<file path="config.mk">
export PLATFORM = sky130hd
export DESIGN_NAME = ccpr_ctrl
export DESIGN_NICKNAME = d
export VERILOG_FILES = /design/src/rtl/ccpr_pkg.sv /design/src/rtl/ccpr_ctrl.sv
export SDC_FILE = /design/constraint.sdc
export NUM_CORES = 1
export LEC_CHECK = 0
export BUFFER_PORTS_ARGS = -buffer_cell sky130_fd_sc_hd__buf_2
export CAP_MARGIN = 20
export CORE_AREA = 4 4 41 43
export DETAILED_ROUTE_END_ITERATION = 10
export DIE_AREA = 0 0 45 47
export PLACE_DENSITY_LB_ADDON = 0.05
export SKIP_LAST_GASP = 1
export SYNTH_ARGS = -nofsm -noshare
export SYNTH_HDL_FRONTEND = slang
export SYNTH_SLANG_ARGS = --single-unit
export TNS_END_PERCENT = 100
</file>
<file path="constraint.sdc">
create_clock -name clk_i -period 1.4 [get_ports clk_i]
set_input_delay 0.42 -clock clk_i [delete_from_list [all_inputs] [get_ports clk_i]]
set_output_delay 0.42 -clock clk_i [all_outputs]
set_load 0.02 [all_outputs]
</file>
<file path="src/rtl/ccpr_pkg.sv">
// ----------------------------------------------------------------------------
// ccpr_pkg
// Shared types, constants and the glyph font of the character cell renderer.
// ----------------------------------------------------------------------------
`default_nettype none

package ccpr_pkg;

  // Fixed field widths.
  localparam int unsigned PIX_W     = 12;
  localparam int unsigned CELL_W    = 6;
  localparam int unsigned CHAR_W    = 8;
  localparam int unsigned COLOR_W   = 8;
  localparam int unsigned CFG_W     = 7;
  localparam int unsigned IN_DATA_W = 56;
  localparam int unsigned IN_USER_W = 2;
  localparam int unsigned OUT_DATA_W = 32;

  // Cell geometry. CELL_PIXELS and GLYPH_SCALE are powers of two.
  localparam int unsigned CELL_PIXELS  = 64;
  localparam int unsigned CELL_BITS    = 6;
  localparam int unsigned GLYPH_SCALE  = 4;
  localparam int unsigned GLYPH_CELLS  = 5;
  localparam int unsigned GLYPH_SPAN   = GLYPH_CELLS * GLYPH_SCALE;
  localparam int unsigned GLYPH_OFFSET = (CELL_PIXELS - GLYPH_SPAN) / 2;

  // Character codes used by the case fold.
  localparam logic [CHAR_W-1:0] CHAR_UPPER_A = 8'h41;
  localparam logic [CHAR_W-1:0] CHAR_UPPER_Z = 8'h5A;
  localparam logic [CHAR_W-1:0] CHAR_LOWER_A = 8'h61;
  localparam logic [CHAR_W-1:0] CHAR_LOWER_Z = 8'h7A;
  localparam logic [CHAR_W-1:0] CHAR_CASE_GAP = 8'h20;

  // Colors.
  localparam logic [COLOR_W-1:0] COLOR_FULL = 8'd255;
  localparam logic [COLOR_W-1:0] COLOR_PALE = 8'd120;
  localparam logic [COLOR_W-1:0] COLOR_NONE = 8'd0;

  // Configuration register indexes.
  localparam logic CFG_ROWS_IDX = 1'b0;
  localparam logic CFG_COLS_IDX = 1'b1;
  localparam logic [CFG_W-1:0] CFG_GRID_RESET = 7'd64;

  typedef enum logic [1:0] {
    OP_WRITE_CHAR = 2'd0,
    OP_MARK_SEG   = 2'd1,
    OP_RENDER_PIX = 2'd2
  } op_e;

  typedef enum logic [1:0] {
    ST_CLEAR,
    ST_IDLE,
    ST_MARK,
    ST_RENDER
  } state_e;

  typedef struct packed {
    logic clear_en;
    logic write_char;
    logic start_mark;
    logic mark_en;
    logic read_pixel;
    logic load_out;
  } ccpr_cmd_t;

  typedef struct packed {
    logic clear_last;
    logic mark_done;
  } ccpr_status_t;

  // Font of the 26 letters. Byte k is glyph column k, bit j of it is glyph row j.
  function automatic logic [39:0] glyph_font(input logic [4:0] idx);
    logic [39:0] font;
    case (idx)
      5'd0:    font = 40'h00_1F_05_05_1F;
      5'd1:    font = 40'h00_0A_15_15_1F;
      5'd2:    font = 40'h00_11_11_11_0E;
      5'd3:    font = 40'h00_0E_11_11_1F;
      5'd4:    font = 40'h00_11_15_15_1F;
      5'd5:    font = 40'h00_01_05_05_1F;
      5'd6:    font = 40'h00_1D_15_11_0E;
      5'd7:    font = 40'h00_1F_04_04_1F;
      5'd8:    font = 40'h00_00_11_1F_11;
      5'd9:    font = 40'h00_0F_10_10_08;
      5'd10:   font = 40'h00_11_0A_04_1F;
      5'd11:   font = 40'h00_10_10_10_1F;
      5'd12:   font = 40'h1F_02_04_02_1F;
      5'd13:   font = 40'h00_1F_04_02_1F;
      5'd14:   font = 40'h00_0E_11_11_0E;
      5'd15:   font = 40'h00_02_05_05_1F;
      5'd16:   font = 40'h00_1E_19_11_0E;
      5'd17:   font = 40'h00_12_0D_05_1F;
      5'd18:   font = 40'h00_09_15_15_12;
      5'd19:   font = 40'h00_00_01_1F_01;
      5'd20:   font = 40'h00_0F_10_10_0F;
      5'd21:   font = 40'h07_08_10_08_07;
      5'd22:   font = 40'h1F_08_04_08_1F;
      5'd23:   font = 40'h11_0A_04_0A_11;
      5'd24:   font = 40'h01_02_1C_02_01;
      5'd25:   font = 40'h00_00_13_15_19;
      default: font = 40'h0;
    endcase
    return font;
  endfunction

endpackage

`default_nettype wire

</file>
<file path="src/rtl/ccpr_ctrl.sv">
// ----------------------------------------------------------------------------
// ccpr_ctrl
// Sequencer of the renderer: clearing pass, item dispatch, segment walk and
// the output register handshake.
// ----------------------------------------------------------------------------
`default_nettype none

module ccpr_ctrl
  import ccpr_pkg::*;
(
  input  wire logic                 clk_i,
  input  wire logic                 rst_ni,
  input  wire logic                 in_valid_i,
  output logic                      in_ready_o,
  input  wire logic [IN_USER_W-1:0] in_op_i,
  output logic                      out_valid_o,
  input  wire logic                 out_ready_i,
  input  wire ccpr_status_t         status_i,
  output ccpr_cmd_t                 cmd_o
);

  state_e state_q, state_d;
  logic   out_valid_q, out_valid_d;
  logic   accept;
  op_e    op;

  assign op     = op_e'(in_op_i);
  assign accept = (state_q == ST_IDLE) && in_valid_i;

  always_ff @(posedge clk_i or negedge rst_ni) begin
    if (!rst_ni) begin
      state_q     <= ST_CLEAR;
      out_valid_q <= 1'b0;
    end else begin
      state_q     <= state_d;
      out_valid_q <= out_valid_d;
    end
  end

  always_comb begin
    state_d    = state_q;
    in_ready_o = 1'b0;
    cmd_o      = '0;
    case (state_q)
      ST_CLEAR: begin
        cmd_o.clear_en = 1'b1;
        if (status_i.clear_last) begin
          state_d = ST_IDLE;
        end
      end
      ST_IDLE: begin
        in_ready_o = 1'b1;
        if (accept) begin
          case (op)
            OP_WRITE_CHAR: cmd_o.write_char = 1'b1;
            OP_MARK_SEG: begin
              cmd_o.start_mark = 1'b1;
              state_d          = ST_MARK;
            end
            OP_RENDER_PIX: begin
              cmd_o.read_pixel = 1'b1;
              state_d          = ST_RENDER;
            end
            default: state_d = ST_IDLE;
          endcase
        end
      end
      ST_MARK: begin
        cmd_o.mark_en = 1'b1;
        if (status_i.mark_done) begin
          state_d = ST_IDLE;
        end
      end
      ST_RENDER: begin
        if (!out_valid_q || out_ready_i) begin
          cmd_o.load_out = 1'b1;
          state_d        = ST_IDLE;
        end
      end
      default: state_d = ST_CLEAR;
    endcase
  end

  always_comb begin
    out_valid_d = out_valid_q;
    if (cmd_o.load_out) begin
      out_valid_d = 1'b1;
    end else if (out_ready_i) begin
      out_valid_d = 1'b0;
    end
  end

  assign out_valid_o = out_valid_q;

endmodule

`default_nettype wire

</file>
==> metrics.md, run 1 <==
| Metric | Value |
|---|---|
| Buf+Inv Stages, Crit Path | `1` |
| Leak | `0.256 nW` |
| Die Span Y | `47 um` |
| Worst path top cell family by delay | `flip-flops` |
| FMAX | `about 650 MHz` |
| Via count | `270` |
| Die span in x | `45 um` |
| Layout area overhead | `98.5%` |
| RSZ-0062 raised after global routing | `true` |
| Starting density of the core | `18.8%` |
| RePlAce Congestion | `0.676` |
| Final worst setup slack | `-141 ps` |
| Crit path DAT | `1120 ps` |
| Final min period | `about 1500 ps` |
| DRC errors left | `0` |
| H-tree levels | `1` |
| Die area | `0.00212 mm2` |
| Synth Cell Area | `245 um2` |
| Clock-pin transition on the worst setup and hold timing paths | `40 ps` |
| Cell variety after synth | `16` |
| Synthesis Warnings | `0` |
| Slew Limit Fails | `0` |
| Fillers | `150` |
| First-pass GRT wire length | `1120 um` |
| Register area share after synthesis | `a little under a third` |
| GR peak layer | `met2` |
| Yosys reg bits | `3` |
| Cells after synthesis | `28` |
| CP peak stage delay | `430 ps` |
| Drt wl/cell | `10.1 um` |
| Crit-path cells | `nor2b_4 > and3_2 > buf_6` |
| Required time worst endpoint | `980 ps` |
| Layout cell share with drive strength beyond 1 | `64.2%` |
| R2r setup slk | `340 ps` |
| FF-to-FF path depth | `4` |
| Most frequent cells in the layout | `buf_2 (8), buf_6 (8), buf_4 (5)` |
| Syn nets | `39` |
| # clock sinks | `3` |
| CTS tree | `built` |
| Buffers on Ports | `15` |
| FF+latch area | `76.3 um2` |
| Post-DP HPWL | `556 um` |
| Max_cap viols | `0` |
| GRT Total Usage | `8.00%` |
| Via/cell ratio | `3.97` |
| # rows | `13` |
| Diodes inserted | `0` |
| Multi-input gate area | `between 150 and 200 um2` |
| Root Buffer | `clkbuf_4` |
| Vias in the first global route | `276` |
| Final Hold Viols | `0` |
| Syn Area/Cell | `8.76 um2` |
| Slew headroom | `80.2%` |
| Crit Path Max Fanout | `4` |
| Max VDD drop | `393 uV` |
| Gr ovfl total | `0` |
| Final ANT Viol Nets | `0` |
| Worst-skew pair later-pin latency | `230 ps` |
| Pin count of the biggest net entering global routing | `7` |
| Cell area power density | `976 mW/mm2` |
| Initial DRC count | `1` |
| CP Launch Type | `flip-flop` |
| Total CTS buffers | `3` |
| Clk_skew | `~1.7 ps` |
| Crit path depth | `3` |
| Overall Power | `0.475 mW` |
| DRT Wirelength | `~700 um` |
| CTS Buffer Depth | `2` |
| Hold path depth | `3` |
| Failing checks | `negative setup slack` |
| Detailed Routing Iterations Pass 1 | `3` |
| Slew of the pin with the lowest slew margin | `slightly below 300 ps` |
| Hold Crit Class | `input pin to flip-flop` |
| Placed Cells | `62` |
| Nets | `65` |
| Finished Core Util | `37.4%` |
| Met2 Usage GRT | `13.0%` |
| Core Area | `around 0.0013 mm2` |
| Critical path's slowest cell | `dfrtp_2` |
| Final setup fails | `7` |
| Final period util | `110%` |
| Met3 GRT Util | `2.30%` |
| Endpoint type of the worst setup path | `output pin` |
| I/O Pins | `16` |
| Fin cells | `68` |
| Run status | `finished, violations left` |
| GR Layer Usage met1 | `between 8 and 9%` |
| Initial antenna violation count | `0` |
| CP Class | `flip-flop to output pin` |
-- worst paths after layout --
kind,from,end
max reg2reg,state_q[1],state_q[0]
min in group asynchronous,rst_ni,state_q[1]
min,status_i[0],state_q[0]
min reg2reg,state_q[0],out_valid_o
max in group asynchronous,rst_ni,state_q[1]
max,state_q[1],cmd_o[1]
-- worst min-delay path, stage by stage --
cell      delay [ps]
buf_2             90
a211oi_1          80
a21oi_2           90
-- state kept, by name (all words and copies together) (netlist names) --
register and count:
out_valid_o 1, state_q 2
-- Yosys cell counts, drive strengths merged --
cell type | n | area share, %
nor2b | 3 | 11
nand4 | 1 | 2.6
a21oi | 2 | 5.6
and3 | 3 | 11
dfrtp | 3 | 31
ha | 3 | 15
nor2 | 4 | 6.1
nand2 | 1 | 1.5
nand2b | 1 | 2.6
inv | 4 | 6.1
buf | 1 | 3.1
o21ai | 1 | 2.0
a211oi | 1 | 3.1
-- cell families (layout without fill, tap and decap cells) --
family | Yosys count | after routing | synth area share [%]
AOI/OAI and AO/OA | 4 | 4 | 10.7
DFF | 3 | 3 | 30.6
and+or+nand+nor | 13 | 13 | 34.2
buffers and inverters | 5 | 30 | 9.18
adders and majority gates | 3 | 3 | 15.3
-- what timing repair did --
item / 4_1_cts / 5_1_grt
resized for setup: 11 / 13
pin swaps: 1 / 1
hold buffers: 1 / 0
buffers inserted: 1 / 0
hold endpoints to repair: 3 / 0
endpoints found under the setup margin: 7 / 7
-- power by group --
group	internal, mW	leakage (nW)	total, mW	switching (mW)
Sequential	0.101	0.0344	0.112	0.0111
Clock	0.106	0.0150	0.147	0.0403
Combinational	0.110	0.207	0.216	0.106
-- per-layer routing --
layer | vias up | wire [um]
met1 | 121 | 272
met5 | - | 0
li1 | 141 | -
met2 | 8 | 367
met3 | 0 | 50
met4 | 0 | 0
-- area by class of cell --
class | count | share of cell area [%]
clock buffers | 4 | 5.40
inverters | 4 | 3.60
multi-input cells | 20 | 35.0
flip-flops and latches | 3 | 15.7
well taps | 15 | 3.86
repair buffers | 22 | 36.5
-- stage by stage --
step | hold slack (ps) | area (um2) | TNS [ps] | setup WS [ps]
6_report | 495 | 487 | -589 | -141
4_1_cts | 501 | 445 | -780 | -142
3_3_place_gp | 214 | 369 | -201 | -81.8
3_5_place_dp | 218 | 369 | -257 | -99.3
5_1_grt | 512 | 487 | -987 | -201
2_1_floorplan | 124 | 245 | 0 | 48.0
Note: power is estimated with default switching activity, not from simulation.
==> run 2: changes to the inputs <==
Settings changed: SLEW_MARGIN from default to 30.
Clock period 1.4 ns to 1.58 ns, I/O delays scaled along.
==> run 2 against run 1 <==
The flow still finishes with violations (negative setup slack); count of clock-buffer cells in the layout did not move; wire length is 0.87% lower; sequential share of layout area grew 2.2 points; cell count is 4.4% lower; clock skew increased by 2.3 ps; hold slack worse by 470 ps; clock power down 9%; critical path type unchanged; highest routed layer unchanged.
==> metrics.md, run 2 (synthesis gave the netlist of run 1 again) <==
| Metric | Value |
|---|---|
| DRT Wirelength | `684 um` |
| # rows | `13` |
| Total CTS buffers | `3` |
| Pre-CTS setup slack | `-39.9 ps` |
| Initial DRC count | `0` |
| Final min period | `1590 ps` |
| Crit path DAT | `1110 ps` |
| First-pass GRT wire length | `1060 um` |
| Core Area | `0.00130 mm2` |
| Failing checks | `negative setup slack` |
| Sw Ratio | `between 30% and 40%` |
| CP Class | `flip-flop to output pin` |
| Hold Buf Count CTS | `0` |
| CP Launch Type | `flip-flop` |
| Nets | `62` |
| Slew Limit Fails | `0` |
| CTS Buffer Depth | `2` |
| Slew of the pin with the lowest slew margin | `295 ps` |
| Drt wl/cell | `10.5 um` |
| Sequential power share | `about a quarter` |
| Max_cap viols | `0` |
| Crit-path cells | `nor2b_4 > and3_4 > buf_6` |
| Critical path's slowest cell | `dfrtp_2` |
| Vias in the first global route | `273` |
| Endpoint type of the worst setup path | `output pin` |
| Final ANT Viol Nets | `0` |
| Overall Power | `0.387 mW` |
| # clock sinks | `3` |
| Clock power frac | `34.6%` |
| Max reg flops | `2` |
| Worst-skew pair later-pin latency | `230 ps` |
| Required time worst endpoint | `1110 ps` |
| Layout cell share with drive strength beyond 1 | `64.0%` |
| Clock-pin transition on the worst setup and hold timing paths | `40 ps` |
| Placed Cells | `~60` |
| Diodes inserted | `0` |
| Final period util | `100%` |
| H-tree levels | `1` |
| Slew headroom | `80.2%` |
| Final setup fails | `3` |
| Pint | `0.258 mW` |
| Hold Crit Class | `input pin to asynchronous set/reset pin` |
| Via/cell ratio | `about 4.1` |
| I/O Pins | `16` |
| Cell area power density | `908 mW/mm2` |
| FMAX | `630 MHz` |
| Post-DP HPWL | `540 um` |
| GRT Total Usage | `7.66%` |
| Hold slack final | `27.1 ps` |
| Die area | `approximately 0.0021 mm2` |
| Layout area overhead | `74.0%` |
| Clk_skew | `4.03 ps` |
| Crit Path Max Fanout | `5` |
| RSZ-0062 raised after global routing | `true` |
| Max VDD drop | `between 200 and 250 uV` |
| DRC errors left | `0` |
| Final Hold Viols | `0` |
| Final worst setup slack | `-7.87 ps` |
| Starting density of the core | `18.8%` |
| RePlAce Congestion | `0.669` |
| Die Span Y | `47 um` |
| Gate power share | `40.1%` |
| Commonest non-fill, non-tap cell in the layout | `buf_2` |
| Buffers on Ports | `15` |
| Leak | `0.227 nW` |
| Pin count of the biggest net entering global routing | `7` |
| Gr ovfl total | `0` |
| Most frequent cells in the layout | `buf_2 (9), buf_4 (7)` |
| CTS tree | `built` |
| CP peak stage delay | `~420 ps` |
| Via count | `267` |
| Fin cells | `65` |
| Psw | `0.129 mW` |
| Run status | `finished, violations left` |
| Finished Core Util | `32.8%` |
| Detailed Routing Iterations Pass 1 | `1` |
| Initial antenna violation count | `0` |
| Biggest register | `state_q` |
| Root Buffer | `clkbuf_4` |
| Die span in x | `45 um` |
-- run 2: final cells by class --
type                       count  area, um2
clock buffer                   4       26.3
fill                         149        875
inverter                       4       15.0
multi-input combinational     20        159
sequential                     3       76.3
tap                           15       18.8
timing repair buffer          19        131
-- run 2: power by group through the flow --
stage | clock network, mW | logic, mW | registers [mW]
after floorplan | 0 | 0.0720 | 0.109
after global placement | 0 | 0.125 | 0.102
after detailed placement | 0 | 0.125 | 0.102
final | 0.134 | 0.155 | 0.0981
after CTS | 0.140 | 0.141 | 0.0983
after global routing | 0.153 | 0.171 | 0.0994
-- run 2: final timing paths --
kind	from	end	slack (ps)	depth (start not counted)
setup / recovery	state_q[1]	cmd_o[3]	-8	3
hold / removal	rst_ni	out_valid_o	30	1
setup reg to reg	state_q[1]	state_q[0]	540	4
hold reg to reg	state_q[1]	state_q[1]	660	3
max in group asynchronous	rst_ni	state_q[1]	1430	1
min in group clk_i	status_i[0]	state_q[0]	540	3
-- run 2: routing by layer --
| layer | up-vias | wire (um) | GRT usage (%) |
|---|---|---|---|
| li1 | 133 | - | - |
| met1 | 126 | 272 | 8.18 |
| met2 | 8 | 380 | 10.5 |
| met3 | 0 | 30 | 2.30 |
| met4 | 0 | 0 | 10.5 |
| met5 | - | 0 | 0 |
-- run 2: worst max-delay path, delay by kind of cell (launching register included) --
family	cells	cell delay, ps
buffers and inverters	1	110
AND/OR/NAND/NOR	2	350
flip-flops	1	420
-- run 2: repair_timing --
action,in CTS,in global routing
gates resized for setup,9,6
setup endpoints to repair,3,6
gates cloned,0,0
setup buffers,1,1
pin swaps,1,1
-- run 2: stage by stage --
| step | TNS [ps] | area, um2 |
|---|---|---|
| 6_report | -16.6 | 427 |
| 3_5_place_dp | -56.8 | 347 |
| 4_1_cts | -35.0 | 403 |
| 5_1_grt | -211 | 427 |
| 2_1_floorplan | 0 | 245 |
| 3_3_place_gp | -8.10 | 347 |
==> run 3: changes to the inputs <==
Clock period 1.58 ns to 2 ns, I/O delays scaled along.
==> run 3 against run 2 <==
The flow now finishes without violations; sequential share of layout area rose by 3.1 points; cell count fell by 6.2%; clock power fell by 19%; combinational power fell by 43%; wire length fell by 12%; utilization fell by 5.3 points; via count fell by 7.1%; global-route usage fell by 0.38 points; sequential power fell by 17%; worst setup slack improved by 150 ps; largest cell class unchanged.
==> metrics.md, run 3 (synthesis gave the netlist of run 1 again) <==
| Metric | Value |
|---|---|
| Final setup fails | `0` |
| Via/cell ratio | `between 4 and 5` |
| Final min period | `1860 ps` |
| Slew of the pin with the lowest slew margin | `282 ps` |
| Vias in the first global route | `around 270` |
| Critical path's slowest cell | `dfrtp_1` |
| Fin cells | `61` |
| Worst Setup SP | `state_q[0]` |
| Root Buffer | `clkbuf_4` |
| # rows | `13` |
| Final Hold Viols | `0` |
| Diodes inserted | `0` |
| Final period util | `92.9%` |
| # clock sinks | `3` |
| Max VDD drop | `285 uV` |
| CP peak stage delay | `440 ps` |
| Post-DP HPWL | `509 um` |
| Crit path DAT | `~1300 ps` |
| Max_cap viols | `0` |
| Crit path depth | `3` |
| First-pass GRT wire length | `979 um` |
| Drt wl/cell | `9.84 um` |
| Layout cell share with drive strength beyond 1 | `about half` |
| FF-to-FF path depth | `3` |
| Post-CTS setup buffer count | `0` |
| Max reg flops | `2` |
| Initial antenna violation count | `0` |
| CTS Buffer Depth | `2` |
| FMAX | `538 MHz` |
| Gates resized, CTS repair | `0` |
| Sum of negative setup slack | `0 ps` |
| Die span in x | `45 um` |
| RePlAce Congestion | `0.637` |
| Total CTS buffers | `3` |
| CTS tree | `built` |
| Initial DRC count | `2` |
| Clk_skew | `around 0.44 ps` |
| Die Span Y | `47 um` |
| Nets | `between 50 and 60` |
| Hold Crit Class | `input pin to asynchronous set/reset pin` |
| Origin of the critical flop-to-flop path | `state_q[0]` |
| Overall Power | `between 0.2 and 0.3 mW` |
| R2r setup slk | `between 900 and 1000 ps` |
| Buf+Inv Stages, Crit Path | `1` |
| Placed Cells | `57` |
| Die area | `0.00212 mm2` |
| Critical R2R Capture | `state_q[0]` |
| DRT Wirelength | `600 um` |
| GRT Total Usage | `~7.3%` |
| RSZ-0062 raised after global routing | `false` |
| Critical Path Sink | `cmd_o[3]` |
| Core Area | `0.00130 mm2` |
| Starting density of the core | `18.8%` |
| Fillers | `around 160` |
| Detailed Routing Iterations Pass 1 | `2` |
| Layout area overhead | `45.9%` |
| DRC errors left | `0` |
| Buffers on Ports | `15` |
| Via count | `248` |
| Run status | `completed` |
| Crit Path Max Fanout | `7` |
| Slew headroom | `81.1%` |
| Gr ovfl total | `0` |
| Final ANT Viol Nets | `0` |
| Endpoint type of the worst setup path | `output pin` |
| CP Launch Type | `flip-flop` |
| Worst path top cell family by delay | `flip-flops` |
| Worst-skew pair later-pin latency | `around 230 ps` |
| Pin count of the biggest net entering global routing | `8` |
| Clock-pin transition on the worst setup and hold timing paths | `about 40 ps` |
| I/O Pins | `16` |
| Hold Buf Count CTS | `0` |
| Slew Limit Fails | `0` |
| CP Class | `flip-flop to output pin` |
| Crit-path cells | `nor2b_4 > and3_4 > buf_2` |
| Most frequent cells in the layout | `buf_2 (15), inv_1 (4), nor2_1 (4)` |
| H-tree levels | `1` |
| Biggest register | `state_q` |
| Leak | `0.210 nW` |
| Required time worst endpoint | `approximately 1400 ps` |
| Cell area power density | `776 mW/mm2` |
| Commonest non-fill, non-tap cell in the layout | `buf_2` |
run 3: worst min-delay path by stage:
stage / slack, ps / endpoint / from
after floorplan: 300 / out_valid_o / rst_ni
after global placement: 400 / state_q[0] / rst_ni
after detailed placement: 400 / out_valid_o / rst_ni
after CTS: 140 / out_valid_o / rst_ni
after global routing: 140 / state_q[0] / rst_ni
final: 150 / out_valid_o / rst_ni
run 3: cell type report:
class	count	area (um2)	area share, %
Clock buffer	4	26.3	7.34
Inverter	4	15.0	4.20
Multi-Input combinational cell	20	148	41.3
Sequential cell	3	75.1	21.0
Tap cell	15	18.8	5.24
Timing Repair Buffer	15	75.1	21.0
run 3: through the flow:
step | setup WS (ps) | utilization, % | hold WS (ps) | instance area, um2
floorplan | 364 | - | 304 | 245
finish | 142 | 27.5 | 151 | 358
global placement | 159 | 25.5 | 395 | 332
detailed placement | 140 | 25.5 | 397 | 332
global route | 41.6 | 27.5 | 138 | 358
CTS | 109 | 27.5 | 143 | 358
run 3: power breakdown:
group	leakage [nW]	internal (mW)	switching (mW)
Combinational	0.159	0.0368	0.0515
Clock	0.0150	0.0749	0.0331
Sequential	0.0358	0.0703	0.0112
run 3: routing by layer:
metal	routed length, um	up-vias	track usage [%]
li1	-	127	-
met3	71	0	5.36
met2	319	12	11.6
met1	209	109	5.71
met4	0	0	7.02
met5	0	-	0
